[config.mk]
export PLATFORM = sky130hd
export DESIGN_NAME = ctc_greedy_decoder_top_flat
export DESIGN_NICKNAME = d
export VERILOG_FILES = /design/src/design/ctcg_pkg.sv /design/src/design/ctcg_if.sv /design/src/design/ctcg_ctrl.sv /design/src/design/ctcg_datapath.sv /design/src/design/ctc_greedy_decoder_top.sv /design/src/flat_wrapper.sv
export SDC_FILE = /design/constraint.sdc
export NUM_CORES = 1
export LEC_CHECK = 0
export ABC_AREA = 1
export BUFFER_PORTS_ARGS = -buffer_cell sky130_fd_sc_hd__buf_2
export CELL_PAD_IN_SITES_DETAIL_PLACEMENT = 1
export CELL_PAD_IN_SITES_GLOBAL_PLACEMENT = 2
export CORE_MARGIN = 3
export CORE_UTILIZATION = 33
export DETAILED_ROUTE_END_ITERATION = 6
export GPL_TIMING_DRIVEN = 0
export PLACE_DENSITY = 0.78
export SYNTH_ARGS = -nofsm -noshare
export SYNTH_HDL_FRONTEND = slang
export SYNTH_SLANG_ARGS = --single-unit
[constraint.sdc]
create_clock -name clk -period 4.3 [get_ports clk]
set_input_delay 0.86 -clock clk [delete_from_list [all_inputs] [get_ports clk]]
set_output_delay 0.86 -clock clk [all_outputs]
set_load 0.01 [all_outputs]
[src/design/ctcg_pkg.sv]
// shared types, widths and codes of the ctc greedy decoder
package ctcg_pkg;

  localparam int SCORE_W = 16;
  localparam int CC_W = 8;
  localparam int KIND_W = 2;
  localparam int IDX_W = 7;
  localparam int SUM_W = 26;
  localparam int CNT_W = 11;
  localparam int ACC_LIMIT = 1024;
  localparam int DIV_STEPS = SUM_W;
  localparam int DIV_CNT_W = $clog2(DIV_STEPS + 1);
  localparam int MAX_CLASSES_DEF = 128;
  localparam logic [CC_W-1:0] CLASS_COUNT_RST = 8'd128;

  localparam logic [KIND_W-1:0] KIND_CHAR = 2'd0;
  localparam logic [KIND_W-1:0] KIND_SPACE = 2'd1;
  localparam logic [KIND_W-1:0] KIND_SUMMARY = 2'd2;

  typedef struct packed {
    logic take;
    logic load_char;
    logic div_load;
    logic div_step;
    logic load_sum;
    logic clear;
  } cmd_t;

  typedef struct packed {
    logic emit;
    logic div_done;
  } status_t;

endpackage

[src/design/ctcg_if.sv]
// stream and configuration channel interfaces
interface ctcg_sample_if;
  logic valid;
  logic ready;
  logic [ctcg_pkg::SCORE_W-1:0] score;
  logic line_end;
  modport source (output valid, output score, output line_end, input ready);
  modport sink (input valid, input score, input line_end, output ready);
endinterface

interface ctcg_result_if;
  logic valid;
  logic ready;
  logic [ctcg_pkg::KIND_W-1:0] kind;
  logic [ctcg_pkg::IDX_W-1:0] class_index;
  logic [ctcg_pkg::SCORE_W-1:0] confidence;
  logic last;
  modport source (output valid, output kind, output class_index, output confidence,
                  output last, input ready);
  modport sink (input valid, input kind, input class_index, input confidence,
                input last, output ready);
endinterface

interface ctcg_cfg_if;
  logic valid;
  logic ready;
  logic [ctcg_pkg::CC_W-1:0] data;
  modport source (output valid, output data, input ready);
  modport sink (input valid, input data, output ready);
endinterface

[src/design/ctcg_ctrl.sv]
// controller state machine of the ctc greedy decoder
module ctcg_ctrl (
  input  logic              clk,
  input  logic              rst,
  input  logic              in_valid,
  input  logic              in_line_end,
  output logic              in_ready,
  output logic              out_valid,
  input  logic              out_ready,
  input  ctcg_pkg::status_t status,
  output ctcg_pkg::cmd_t    cmd
);

  localparam logic [1:0] ST_RUN = 2'd0;
  localparam logic [1:0] ST_DLOAD = 2'd1;
  localparam logic [1:0] ST_DIV = 2'd2;
  localparam logic [1:0] ST_SUM = 2'd3;

  logic [1:0] state;
  logic [1:0] state_next;
  logic       out_valid_next;
  logic       slot_free;
  logic       accept;

  assign slot_free = !out_valid || out_ready;
  assign in_ready = (state == ST_RUN) && slot_free;
  assign accept = in_valid && in_ready;

  always_comb begin
    state_next = state;
    out_valid_next = out_valid && !out_ready;
    cmd = '0;
    unique case (state)
      ST_RUN: begin
        if (accept) begin
          cmd.take = 1'b1;
          if (status.emit) begin
            cmd.load_char = 1'b1;
            out_valid_next = 1'b1;
          end
          if (in_line_end) begin
            state_next = ST_DLOAD;
          end
        end
      end
      ST_DLOAD: begin
        cmd.div_load = 1'b1;
        state_next = ST_DIV;
      end
      ST_DIV: begin
        if (status.div_done) begin
          state_next = ST_SUM;
        end else begin
          cmd.div_step = 1'b1;
        end
      end
      ST_SUM: begin
        if (slot_free) begin
          cmd.load_sum = 1'b1;
          cmd.clear = 1'b1;
          out_valid_next = 1'b1;
          state_next = ST_RUN;
        end
      end
      default: begin
        state_next = ST_RUN;
      end
    endcase
  end

  always_ff @(posedge clk) begin
    if (rst) begin
      state <= ST_RUN;
      out_valid <= 1'b0;
    end else begin
      state <= state_next;
      out_valid <= out_valid_next;
    end
  end

  a_dload_to_div: assert property (@(posedge clk) disable iff (rst)
    (state == ST_DLOAD) |=> (state == ST_DIV))
    else $error("divider load not followed by division");

  a_sum_shows_result: assert property (@(posedge clk) disable iff (rst)
    cmd.load_sum |=> (out_valid && state == ST_RUN))
    else $error("summary load did not present a result");

  a_line_end_stops_input: assert property (@(posedge clk) disable iff (rst)
    (accept && in_line_end) |=> !in_ready)
    else $error("input taken while summary pending");

endmodule

[src/design/ctcg_datapath.sv]
// line state, step judging, divider and result register
module ctcg_datapath #(
  parameter int MAX_CLASSES = ctcg_pkg::MAX_CLASSES_DEF
) (
  input  logic                          clk,
  input  logic                          rst,
  input  ctcg_pkg::cmd_t                cmd,
  output ctcg_pkg::status_t             status,
  input  logic                          cfg_we,
  input  logic [ctcg_pkg::CC_W-1:0]     cfg_data,
  input  logic [ctcg_pkg::SCORE_W-1:0]  in_score,
  input  logic                          in_line_end,
  output logic [ctcg_pkg::KIND_W-1:0]   out_kind,
  output logic [ctcg_pkg::IDX_W-1:0]    out_class_index,
  output logic [ctcg_pkg::SCORE_W-1:0]  out_confidence,
  output logic                          out_last
);

  localparam int POS_W = $clog2(MAX_CLASSES);
  localparam int FULL_W = $clog2(MAX_CLASSES + 1);
  localparam int CMP_W = (FULL_W > ctcg_pkg::CC_W) ? FULL_W : ctcg_pkg::CC_W;
  localparam int SUM_W = ctcg_pkg::SUM_W;
  localparam int CNT_W = ctcg_pkg::CNT_W;

  logic [ctcg_pkg::CC_W-1:0]    class_count;
  logic [POS_W-1:0]             position;
  logic [ctcg_pkg::SCORE_W-1:0] top_score;
  logic [POS_W-1:0]             top_class;
  logic [POS_W-1:0]             previous_class;
  logic                         previous_valid;
  logic [SUM_W-1:0]             score_sum;
  logic [CNT_W-1:0]             emit_count;
  logic [SUM_W-1:0]             quot;
  logic [CNT_W-1:0]             rem;
  logic [ctcg_pkg::DIV_CNT_W-1:0] div_cnt;

  logic [CMP_W-1:0]             cc_ext;
  logic [CMP_W-1:0]             eff_count;
  logic [CMP_W-1:0]             pos_inc;
  logic [ctcg_pkg::SCORE_W-1:0] cand_score;
  logic [POS_W-1:0]             cand_class;
  logic                         step_close;
  logic                         emit;
  logic                         is_space;
  logic                         acc_open;
  logic [CNT_W:0]               rem_shift;
  logic                         rem_ge;

  assign cc_ext = CMP_W'(class_count);

  always_comb begin
    if (cc_ext < CMP_W'(3)) begin
      eff_count = CMP_W'(3);
    end else if (cc_ext > CMP_W'(MAX_CLASSES)) begin
      eff_count = CMP_W'(MAX_CLASSES);
    end else begin
      eff_count = cc_ext;
    end
  end

  assign pos_inc = CMP_W'(position) + CMP_W'(1);

  always_comb begin
    if (position == '0 || in_score > top_score) begin
      cand_score = in_score;
      cand_class = position;
    end else begin
      cand_score = top_score;
      cand_class = top_class;
    end
  end

  assign step_close = (pos_inc >= eff_count) || in_line_end;
  assign emit = step_close && (cand_class != '0)
                && !(previous_valid && cand_class == previous_class);
  assign is_space = CMP_W'(cand_class) == (eff_count - CMP_W'(1));
  assign acc_open = emit_count < CNT_W'(ctcg_pkg::ACC_LIMIT);

  assign rem_shift = {rem, quot[SUM_W-1]};
  assign rem_ge = rem_shift >= {1'b0, emit_count};

  assign status.emit = emit;
  assign status.div_done = div_cnt == ctcg_pkg::DIV_CNT_W'(ctcg_pkg::DIV_STEPS);

  always_ff @(posedge clk) begin
    if (rst) begin
      class_count <= ctcg_pkg::CLASS_COUNT_RST;
    end else if (cfg_we) begin
      class_count <= cfg_data;
    end
  end

  // line state
  always_ff @(posedge clk) begin
    if (rst || cmd.clear) begin
      position <= '0;
      top_score <= '0;
      top_class <= '0;
      previous_class <= '0;
      previous_valid <= 1'b0;
      score_sum <= '0;
      emit_count <= '0;
    end else if (cmd.take) begin
      if (step_close) begin
        previous_class <= cand_class;
        previous_valid <= 1'b1;
        position <= '0;
        top_score <= '0;
        top_class <= '0;
        if (emit && acc_open) begin
          score_sum <= score_sum + SUM_W'(cand_score);
          emit_count <= emit_count + CNT_W'(1);
        end
      end else begin
        position <= pos_inc[POS_W-1:0];
        top_score <= cand_score;
        top_class <= cand_class;
      end
    end
  end

  // restoring divider, one quotient bit per cycle
  always_ff @(posedge clk) begin
    if (rst) begin
      div_cnt <= '0;
    end else if (cmd.div_load) begin
      div_cnt <= '0;
    end else if (cmd.div_step) begin
      div_cnt <= div_cnt + ctcg_pkg::DIV_CNT_W'(1);
    end
  end

  always_ff @(posedge clk) begin
    if (cmd.div_load) begin
      quot <= score_sum;
      rem <= '0;
    end else if (cmd.div_step) begin
      if (rem_ge) begin
        rem <= CNT_W'(rem_shift - {1'b0, emit_count});
        quot <= {quot[SUM_W-2:0], 1'b1};
      end else begin
        rem <= rem_shift[CNT_W-1:0];
        quot <= {quot[SUM_W-2:0], 1'b0};
      end
    end
  end

  // result register
  always_ff @(posedge clk) begin
    if (cmd.load_char) begin
      out_kind <= is_space ? ctcg_pkg::KIND_SPACE : ctcg_pkg::KIND_CHAR;
      out_class_index <= ctcg_pkg::IDX_W'(cand_class);
      out_confidence <= cand_score;
      out_last <= !in_line_end;
    end else if (cmd.load_sum) begin
      out_kind <= ctcg_pkg::KIND_SUMMARY;
      out_class_index <= '0;
      out_confidence <= (emit_count == '0) ? '0 : quot[ctcg_pkg::SCORE_W-1:0];
      out_last <= 1'b1;
    end
  end

  a_count_limit: assert property (@(posedge clk) disable iff (rst)
    emit_count <= CNT_W'(ctcg_pkg::ACC_LIMIT))
    else $error("emission count beyond accumulator limit");

  a_div_bound: assert property (@(posedge clk) disable iff (rst)
    cmd.div_step |-> !status.div_done)
    else $error("divider stepped past its last bit");

endmodule

[src/design/ctc_greedy_decoder_top.sv]
// top level of the ctc greedy decoder
// Class scores stream in one per cycle, class by class within a step; while a line is
// running the block takes one score every cycle as long as the result register is free or
// being drained. A score that ends a step may yield a character or space result, presented
// on the cycle after its transfer. The score flagged as line end is followed by a summary
// result with the mean confidence: the bit-serial restoring divider is loaded, steps through
// all quotient bits until it is seen done, and then the summary is loaded, so input pauses
// after each line end until the summary is loaded, longer while an earlier result still waits.
// class_count may be written whenever the block is idle; it is clamped to 3 .. MAX_CLASSES.
module ctc_greedy_decoder_top #(
  parameter int MAX_CLASSES = ctcg_pkg::MAX_CLASSES_DEF
) (
  input  logic clk,
  input  logic rst,
  ctcg_sample_if.sink   samples,
  ctcg_result_if.source results,
  ctcg_cfg_if.sink      cfg
);

  ctcg_pkg::cmd_t    cmd;
  ctcg_pkg::status_t status;

  assign cfg.ready = 1'b1;

  ctcg_ctrl u_ctrl (
    .clk         (clk),
    .rst         (rst),
    .in_valid    (samples.valid),
    .in_line_end (samples.line_end),
    .in_ready    (samples.ready),
    .out_valid   (results.valid),
    .out_ready   (results.ready),
    .status      (status),
    .cmd         (cmd)
  );

  ctcg_datapath #(
    .MAX_CLASSES (MAX_CLASSES)
  ) u_datapath (
    .clk             (clk),
    .rst             (rst),
    .cmd             (cmd),
    .status          (status),
    .cfg_we          (cfg.valid && cfg.ready),
    .cfg_data        (cfg.data),
    .in_score        (samples.score),
    .in_line_end     (samples.line_end),
    .out_kind        (results.kind),
    .out_class_index (results.class_index),
    .out_confidence  (results.confidence),
    .out_last        (results.last)
  );

endmodule
[src/flat_wrapper.sv]
// flat-port wrapper written by rule: the top's interface ports become plain ports
module ctc_greedy_decoder_top_flat 
#(
  parameter int MAX_CLASSES = ctcg_pkg::MAX_CLASSES_DEF
)
  (clk, rst, samples_valid, samples_score, samples_line_end, samples_ready, results_valid, results_kind, results_class_index, results_confidence, results_last, results_ready, cfg_valid, cfg_data, cfg_ready);
  ctcg_sample_if samples_i ();
  ctcg_result_if results_i ();
  ctcg_cfg_if cfg_i ();
  input  logic clk;
  input  logic rst;
  input wire logic [$bits(samples_i.valid)-1:0] samples_valid;
  input wire logic [$bits(samples_i.score)-1:0] samples_score;
  input wire logic [$bits(samples_i.line_end)-1:0] samples_line_end;
  output wire logic [$bits(samples_i.ready)-1:0] samples_ready;
  output wire logic [$bits(results_i.valid)-1:0] results_valid;
  output wire logic [$bits(results_i.kind)-1:0] results_kind;
  output wire logic [$bits(results_i.class_index)-1:0] results_class_index;
  output wire logic [$bits(results_i.confidence)-1:0] results_confidence;
  output wire logic [$bits(results_i.last)-1:0] results_last;
  input wire logic [$bits(results_i.ready)-1:0] results_ready;
  input wire logic [$bits(cfg_i.valid)-1:0] cfg_valid;
  input wire logic [$bits(cfg_i.data)-1:0] cfg_data;
  output wire logic [$bits(cfg_i.ready)-1:0] cfg_ready;
  assign samples_i.valid = samples_valid;
  assign samples_i.score = samples_score;
  assign samples_i.line_end = samples_line_end;
  assign samples_ready = samples_i.ready;
  assign results_valid = results_i.valid;
  assign results_kind = results_i.kind;
  assign results_class_index = results_i.class_index;
  assign results_confidence = results_i.confidence;
  assign results_last = results_i.last;
  assign results_i.ready = results_ready;
  assign cfg_i.valid = cfg_valid;
  assign cfg_i.data = cfg_data;
  assign cfg_ready = cfg_i.ready;
  ctc_greedy_decoder_top #(.MAX_CLASSES(MAX_CLASSES)) u_core (.clk(clk), .rst(rst), .samples(samples_i), .results(results_i), .cfg(cfg_i));
endmodule
==> flow_summary.toml, run 1 <==
[setup_path]
max_stage_delay_ps = 390
cp_data_required_time_ps = 4650
critPathArrivalTime_ps = 4360
r2r_setup_slack_ps = 430
timing_worst_setup_path_type = "input pin to flip-flop"
crit_path_max_fanout = 10
cp-start-kind = "input pin"
r2r_end = "u_core.u_datapath.score_sum[25]$_SDFFE_PP0P_"
reg2reg_depth = 21
critical_path.endpoint_type = "flip-flop"
chain_of_cells_forming_the_critical_path = "buf_2 > ha_1 > nand4_1 > nor3_2 > nand2_1 > nand2_1 > nand2_4 > nand2_2 > buf_6 > buf_4 > o21ai_2 > ha_1 > nand2_1 > inv_1 > a21boi_0 > inv_1 > a21oi_1 > o21ai_0 > xor2_1 > nand4_1 > a21oi_1"
worst_path_most_repeated_cell = "nand2_1"
reg2reg_from = "u_core.u_datapath.top_score[11]$_SDFFE_PP0P_"
crit_slowest_cell = "ha_1"

[routing]
wire_per_inst_um = 16.44
drt-total-wl_um = 28470
antenna_left = 0
detail_route.drc_violations = 0
detail_route.iter0.violations = 419
num_vias = 8472
dr.pass1.iters = 4
via_per_inst = 4.891

[sta]
fin_crit_ps = 4012
timing_worst_slew_pin_value_ps = 1241
clock.fmax_mhz = 249.3
maxSlewViolCount = 0
timing.clock.skew_ps = 12.20
finalSetupViolCount = 0
post-route-worst-setup-slack_ps = 288.2
timing.final.hold_violations = 0
timing.slew.headroom_pct = 17.19
rsz_0062_raised_after_global_routing = "true"
timing.final.crit_share_pct = 93.30
hold_ws_ps = 465.9

[place]
hpwlAfterDp_um = 21710
gp_congestion = 0.8029
place_worst_setup_slack_ps = -1299
io_buffer_count = 57
dp_cells = 1695

[cells_and_area]
ff_latch_area_mm2 = 0.003603
areaGrowthSynthToFinish_pct = 17.11
antenna-diode-count = 0
post_route_cells_drive_above_1_share_pct = 12.92
stdcell_count = 1732
multi_input_comb_area_mm2 = 0.005175
final_net_count = 1437
fill_cells = 3519

[clock_tree]
clk_transition_reported_paths_ps = 60
root_buffer = "clkbuf_16"
cts_buffers = 17
cts.sink_count = 154
cts_max_level = 4
clock_tree_from_tritoncts = "done"
clock_tree.buffer_depth = 2
clkLatencyLatePin_ps = 430

[power]
p_leak_nw = 4.666
power_per_cell_area_mw_per_mm2 = 505.5
finalPower_mw = 5.553
peakVddDrop_v = 0.0002700

[outcome]
run_status = "completed"

[logic_synthesis]
synthDominantCellAreaShare_pct = 21.77
synth.ff_latch_count = 154
synth_area_mm2 = 0.009380
netlist_instances = 1259
syn-mean-instance-area_um2 = 7.451
post-synth-top-area-cell = "dfxtp_1"
synth_top_cells_by_area = "dfxtp_1, edfxtp_1, nand2_1, ha_1, inv_1"
synth_cell_type_count = 50
yosys_warnings = 0
synth.net_count = 1355
ys_seq_area_share_pct = 38.42

[grt]
grt_antenna_before_repair = 0
grt_overflow_total = 0
grt_start_max_net_pins = 29
grt_pass1_vias = 8723
grt_first_pass_wirelength_um = 46160
grt_use_total_pct = 18.89

[worst_hold_path]
hp-start = "u_core.u_datapath.top_score[3]$_SDFFE_PP0P_"
min-delay-path-class = "flip-flop to flip-flop"
timing.hold.worst_path_depth = 2
min_delay_worst_endpoint = "u_core.u_datapath.top_score[3]$_SDFFE_PP0P_"

[floorplanning]
floorplan_row_count = 61
core_mm2 = 0.02793
floorplan.die.width_um = 174.6
design.die.area_mm2 = 0.03048
dieHeight_um = 174.6
floorplan.initialDensity_pct = 33.58
io_pins = 59

[run]
drv.max_cap_violation_count = 0
## routing by layer
layer / vias up / share of wire (%) / track usage [%]
met3: 23 / 2.0 / 2.390
met4: 0 / 1.1 / 4.322
li1: 4312 / - / -
met1: 4063 / 51 / 26.57
met2: 74 / 46 / 31.11
met5: - / 0 / 0
## cells in the final DEF (no fill, tap or decap), drive strengths merged, types with 3 or more instances in the layout
master,instances
o21ai,96
nor4,8
nand4,29
ha,64
edfxtp,52
a21oi,111
dfxtp,102
nand3,64
clkinv,13
clkbuf,42
inv,155
nor3,16
o211ai,3
buf,82
xnor2,12
a211oi,5
o21a,3
xor2,41
nor2,89
o21bai,3
nand2,343
a31oi,3
## cell usage after synthesis, drive strengths merged
| master | n |
|---|---|
| a21o | 2 |
| xor2 | 41 |
| o22ai | 2 |
| clkinv | 5 |
| xnor2 | 12 |
| nand2 | 343 |
| nor2 | 89 |
| nand3b | 1 |
| nand3 | 64 |
| a21boi | 1 |
| a211oi | 5 |
| buf | 16 |
| inv | 151 |
| and2 | 1 |
| nor3 | 16 |
| and3 | 1 |
| clkbuf | 26 |
| o211ai | 3 |
| a32o | 2 |
| a21oi | 111 |
| a31oi | 3 |
| nand4 | 29 |
| o21a | 3 |
| o21ai | 96 |
| edfxtp | 52 |
| o311ai | 1 |
| o221ai | 1 |
| o21bai | 3 |
| ha | 64 |
| nor4 | 8 |
| fa | 2 |
| o41ai | 1 |
| nor3b | 1 |
| conb | 1 |
| dfxtp | 102 |
## power by group
part,internal (mW),switching (mW)
logic,0.676,1.41
registers,1.89,0.147
clock network,0.777,0.658
## sequential cells by signal, summed over array words and instances (netlist names), 2 cells and up
name	count
u_core.u_datapath.div_cnt	5
u_core.u_datapath.score_sum	26
u_core.u_datapath.emit_count	11
u_core.u_datapath.out_kind	2
u_core.u_datapath.top_class	7
u_core.u_datapath.position	7
u_core.u_datapath.out_class_index	7
u_core.u_datapath.top_score	16
u_core.u_datapath.rem	11
u_core.u_datapath.previous_class	7
u_core.u_ctrl.state	2
u_core.u_datapath.quot	26
u_core.u_datapath.out_confidence	16
u_core.u_datapath.cc_ext	8
## metrics by stage
step	instance area (um2)	setup TNS [ps]	util, %
4_1_cts	10810	0	38.71
6_report	10990	0	39.33
3_3_place_gp	10140	-41180	36.29
2_1_floorplan	9380	0	-
3_5_place_dp	10170	-16930	36.41
5_1_grt	10990	-75.32	39.33
## critical path: cells and delay by family
family	cells	cell delay (ps)
compound gates	5	900
simple gates	8	900
buf+inv	5	800
fa+ha+maj	2	700
xor+xnor	1	180
## worst max path at each step
stage                                  from                                            to  slack [ps]  depth (start not counted)
after floorplan           samples_score[15]  u_core.u_datapath.score_sum[18]$_SDFFE_PP0P_         120                         22
after global placement    samples_score[15]  u_core.u_datapath.score_sum[18]$_SDFFE_PP0P_       -1220                         24
after detailed placement  samples_score[11]  u_core.u_datapath.score_sum[18]$_SDFFE_PP0P_       -1300                         24
after CTS                 samples_score[15]  u_core.u_datapath.score_sum[18]$_SDFFE_PP0P_           4                         21
after global routing       samples_score[5]  u_core.u_datapath.score_sum[18]$_SDFFE_PP0P_         -40                         26
final                     samples_score[11]  u_core.u_datapath.score_sum[25]$_SDFFE_PP0P_         290                         21
## cell families (layout without fill, tap and decap cells)
group           Yosys count  in the layout  share of synthesized area (%)
fa+ha+maj                66             66                          8.964
buf+inv                 198            293                          8.830
other cells               1              1                        0.03998
xor+xnor                 53             53                          4.949
flops                   154            154                          38.42
compound gates          234            234                          13.23
simple gates            553            553                          25.57
## timing repair
item                                    4_1_cts  5_1_grt
setup buffers                                 2        3
hold buffers                                  0        0
pin swaps                                     2        4
gates resized for setup                      40       31
endpoints found under the setup margin       18       14
## area by class of cell
class                      instances  share of cell area [%]
timing repair buffer              63                   3.121
clock inverter                    13                  0.8542
clock buffer                      19                   4.134
buffer                            42                   2.301
multi-input combinational        907                   47.11
tap                              378                   4.305
sequential                       154                   32.80
inverter                         156                   5.376
No activity file was read; power rests on OpenSTA's default activity.
==> run 2: changes to the inputs <==
Settings changed: CELL_PAD_IN_SITES_GLOBAL_PLACEMENT 2 to 1, CORE_UTILIZATION 33 to 49, PLACE_DENSITY 0.78 to 0.86.
Clock period 4.3 ns to 5.2 ns, I/O delays scaled along.
==> flow_summary.toml, run 2 (synthesized netlist as in run 1, its figures left out) <==
[outcome]
run_status = "completed"

[routing]
detail_route.iter0.violations = 329
detailroute.wirelength.met2_um = 14060
dr.pass1.iters = 4
routedLengthMet1_um = 13090
num_vias = 8803
drt-total-wl_um = 28810
detail_route.drc_violations = 0
antenna_left = 0
met3_wirelength_um = 999
dr.max_layer_used = "met4"
wire_per_inst_um = 18.26
via_per_inst = 5.579

[cells_and_area]
post_route_cells_drive_above_1_share_pct = 10.23
antenna-diode-count = 0
areaGrowthSynthToFinish_pct = 12.89
final_net_count = 1432
layout_commonest_cell = "nand2_1"
reg.largest.list = "u_core.u_datapath.quot x26, u_core.u_datapath.score_sum x26"
design_area_mm2 = 0.01059
top_library_cells_by_usage_in_the_layout_fill_and_taps_aside = "nand2_1, inv_1, a21oi_1, dfxtp_1, nor2_1"

[clock_tree]
post_cts_hold_buffer_count = 0
clock_tree_from_tritoncts = "done"
post_cts_buffers = 0
number_of_gates_resized_after_cts = 0
clock_tree.buffer_depth = 2
root_buffer = "clkbuf_16"
clk_transition_reported_paths_ps = 60
cts_max_level = 4
cts.sink_count = 154
cts_buffers = 17
clkLatencyLatePin_ps = 440

[power]
p_sw_share_pct = 38.59
power_report.internal_total_mw = 2.881
pwr-share-clk_pct = 27.8
peakVddDrop_v = 0.0003626
finalPower_mw = 4.692
power_switching_mw = 1.811
p_leak_nw = 4.629
combinationalPowerShare_pct = 36.1
power_frac_seq_pct = 36.0
power_per_cell_area_mw_per_mm2 = 443.1

[floorplanning]
dieHeight_um = 144.4
io_pins = 59
core_mm2 = 0.01839
design.die.area_mm2 = 0.02084
floorplan.die.width_um = 144.4
floorplan_row_count = 49
floorplan.initialDensity_pct = 51.00

[place]
hpwlAfterDp_um = 21370
io_buffer_count = 57
gp_congestion = 0.8783
place_area_mm2 = 0.009971

[setup_path]
critPathArrivalTime_ps = 5200
critical_path.endpoint_type = "flip-flop"
cp-start-kind = "input pin"
r2r_setup_slack_ps = 710
cp_data_required_time_ps = 5570
crit_path_max_fanout = 10
timing_worst_setup_path_type = "input pin to flip-flop"

[grt]
grt_first_pass_wirelength_um = 46490
grt_pass1_vias = 9155
grt_overflow_total = 0
grt_antenna_before_repair = 0
grt_start_max_net_pins = 29
grt_use_total_pct = 28.40

[sta]
timing.clock.skew_ps = 12.37
rsz_0062_raised_after_global_routing = "false"
timing.final.hold_violations = 0
timing.slew.headroom_pct = 24.57
timing_worst_slew_pin_value_ps = 1130
finalSetupViolCount = 0
maxSlewViolCount = 0
fin_crit_ps = 4829
timing.final.crit_share_pct = 92.86
clock.fmax_mhz = 207.1

[worst_hold_path]
min-delay-path-class = "flip-flop to flip-flop"

[run]
drv.max_cap_violation_count = 0
run 2: critical path, stage by stage:
cell,delay (ps)
buf_2,110
ha_1,320
nand2_1,70
nand2_1,50
nand3_1,60
nand2_1,60
a21oi_1,160
nand2_1,90
nand2_2,210
nand2_2,150
buf_6,180
clkbuf_2,220
nand2_1,90
o21ai_0,320
ha_1,540
nand2_1,140
nor2_1,160
inv_1,80
nor4_1,350
nand4_1,140
nand3_1,150
xor2_1,190
nand4_1,120
a21oi_1,170
run 2: cell type report:
cell class / count / area, um2
Fill cell: 2393 / 7804
Sequential cell: 154 / 3603
Inverter: 156 / 590.6
Clock inverter: 10 / 137.6
Timing Repair Buffer: 58 / 300.3
Clock buffer: 22 / 465.4
Multi-Input combinational cell: 907 / 4964
Tap cell: 229 / 286.5
Buffer: 42 / 241.5
run 2: layer usage:
metal | track usage, % | vias up
met4 | 9.573 | 0
met5 | 0 | -
met3 | 4.861 | 52
li1 | - | 4309
met2 | 49.26 | 168
met1 | 35.83 | 4274
run 2: worst paths after layout:
kind,start,to,depth (start not counted)
setup / recovery,samples_score[9],u_core.u_datapath.score_sum[20]$_SDFFE_PP0P_,24
hold / removal,u_core.u_datapath.top_score[11]$_SDFFE_PP0P_,u_core.u_datapath.top_score[11]$_SDFFE_PP0P_,2
setup reg to reg,u_core.u_datapath.top_score[9]$_SDFFE_PP0P_,u_core.u_datapath.score_sum[20]$_SDFFE_PP0P_,24
hold reg to reg,u_core.u_datapath.top_score[11]$_SDFFE_PP0P_,u_core.u_datapath.top_score[11]$_SDFFE_PP0P_,2
run 2: per-stage QoR:
stage,setup WS [ps],hold slack [ps],util (%),setup TNS [ps],cells
2_1_floorplan,843.8,428.9,-,0,1259
3_3_place_gp,-350.6,440.0,54.11,-1375,1545
3_5_place_dp,-383.1,459.8,54.21,-2049,1546
4_1_cts,8.930,469.5,57.49,0,1578
5_1_grt,25.36,477.9,57.57,0,1578
6_report,371.2,466.4,57.57,0,1578
run 2: power groups by stage:
stage	Combinational [mW]	Clock (mW)	Sequential [mW]
6_report	1.69	1.31	1.69
5_1_grt	1.93	1.37	1.71
4_1_cts	1.70	1.31	1.69
3_5_place_dp	1.67	0	1.71
3_3_place_gp	1.59	0	1.70
2_1_floorplan	1.17	0	1.68
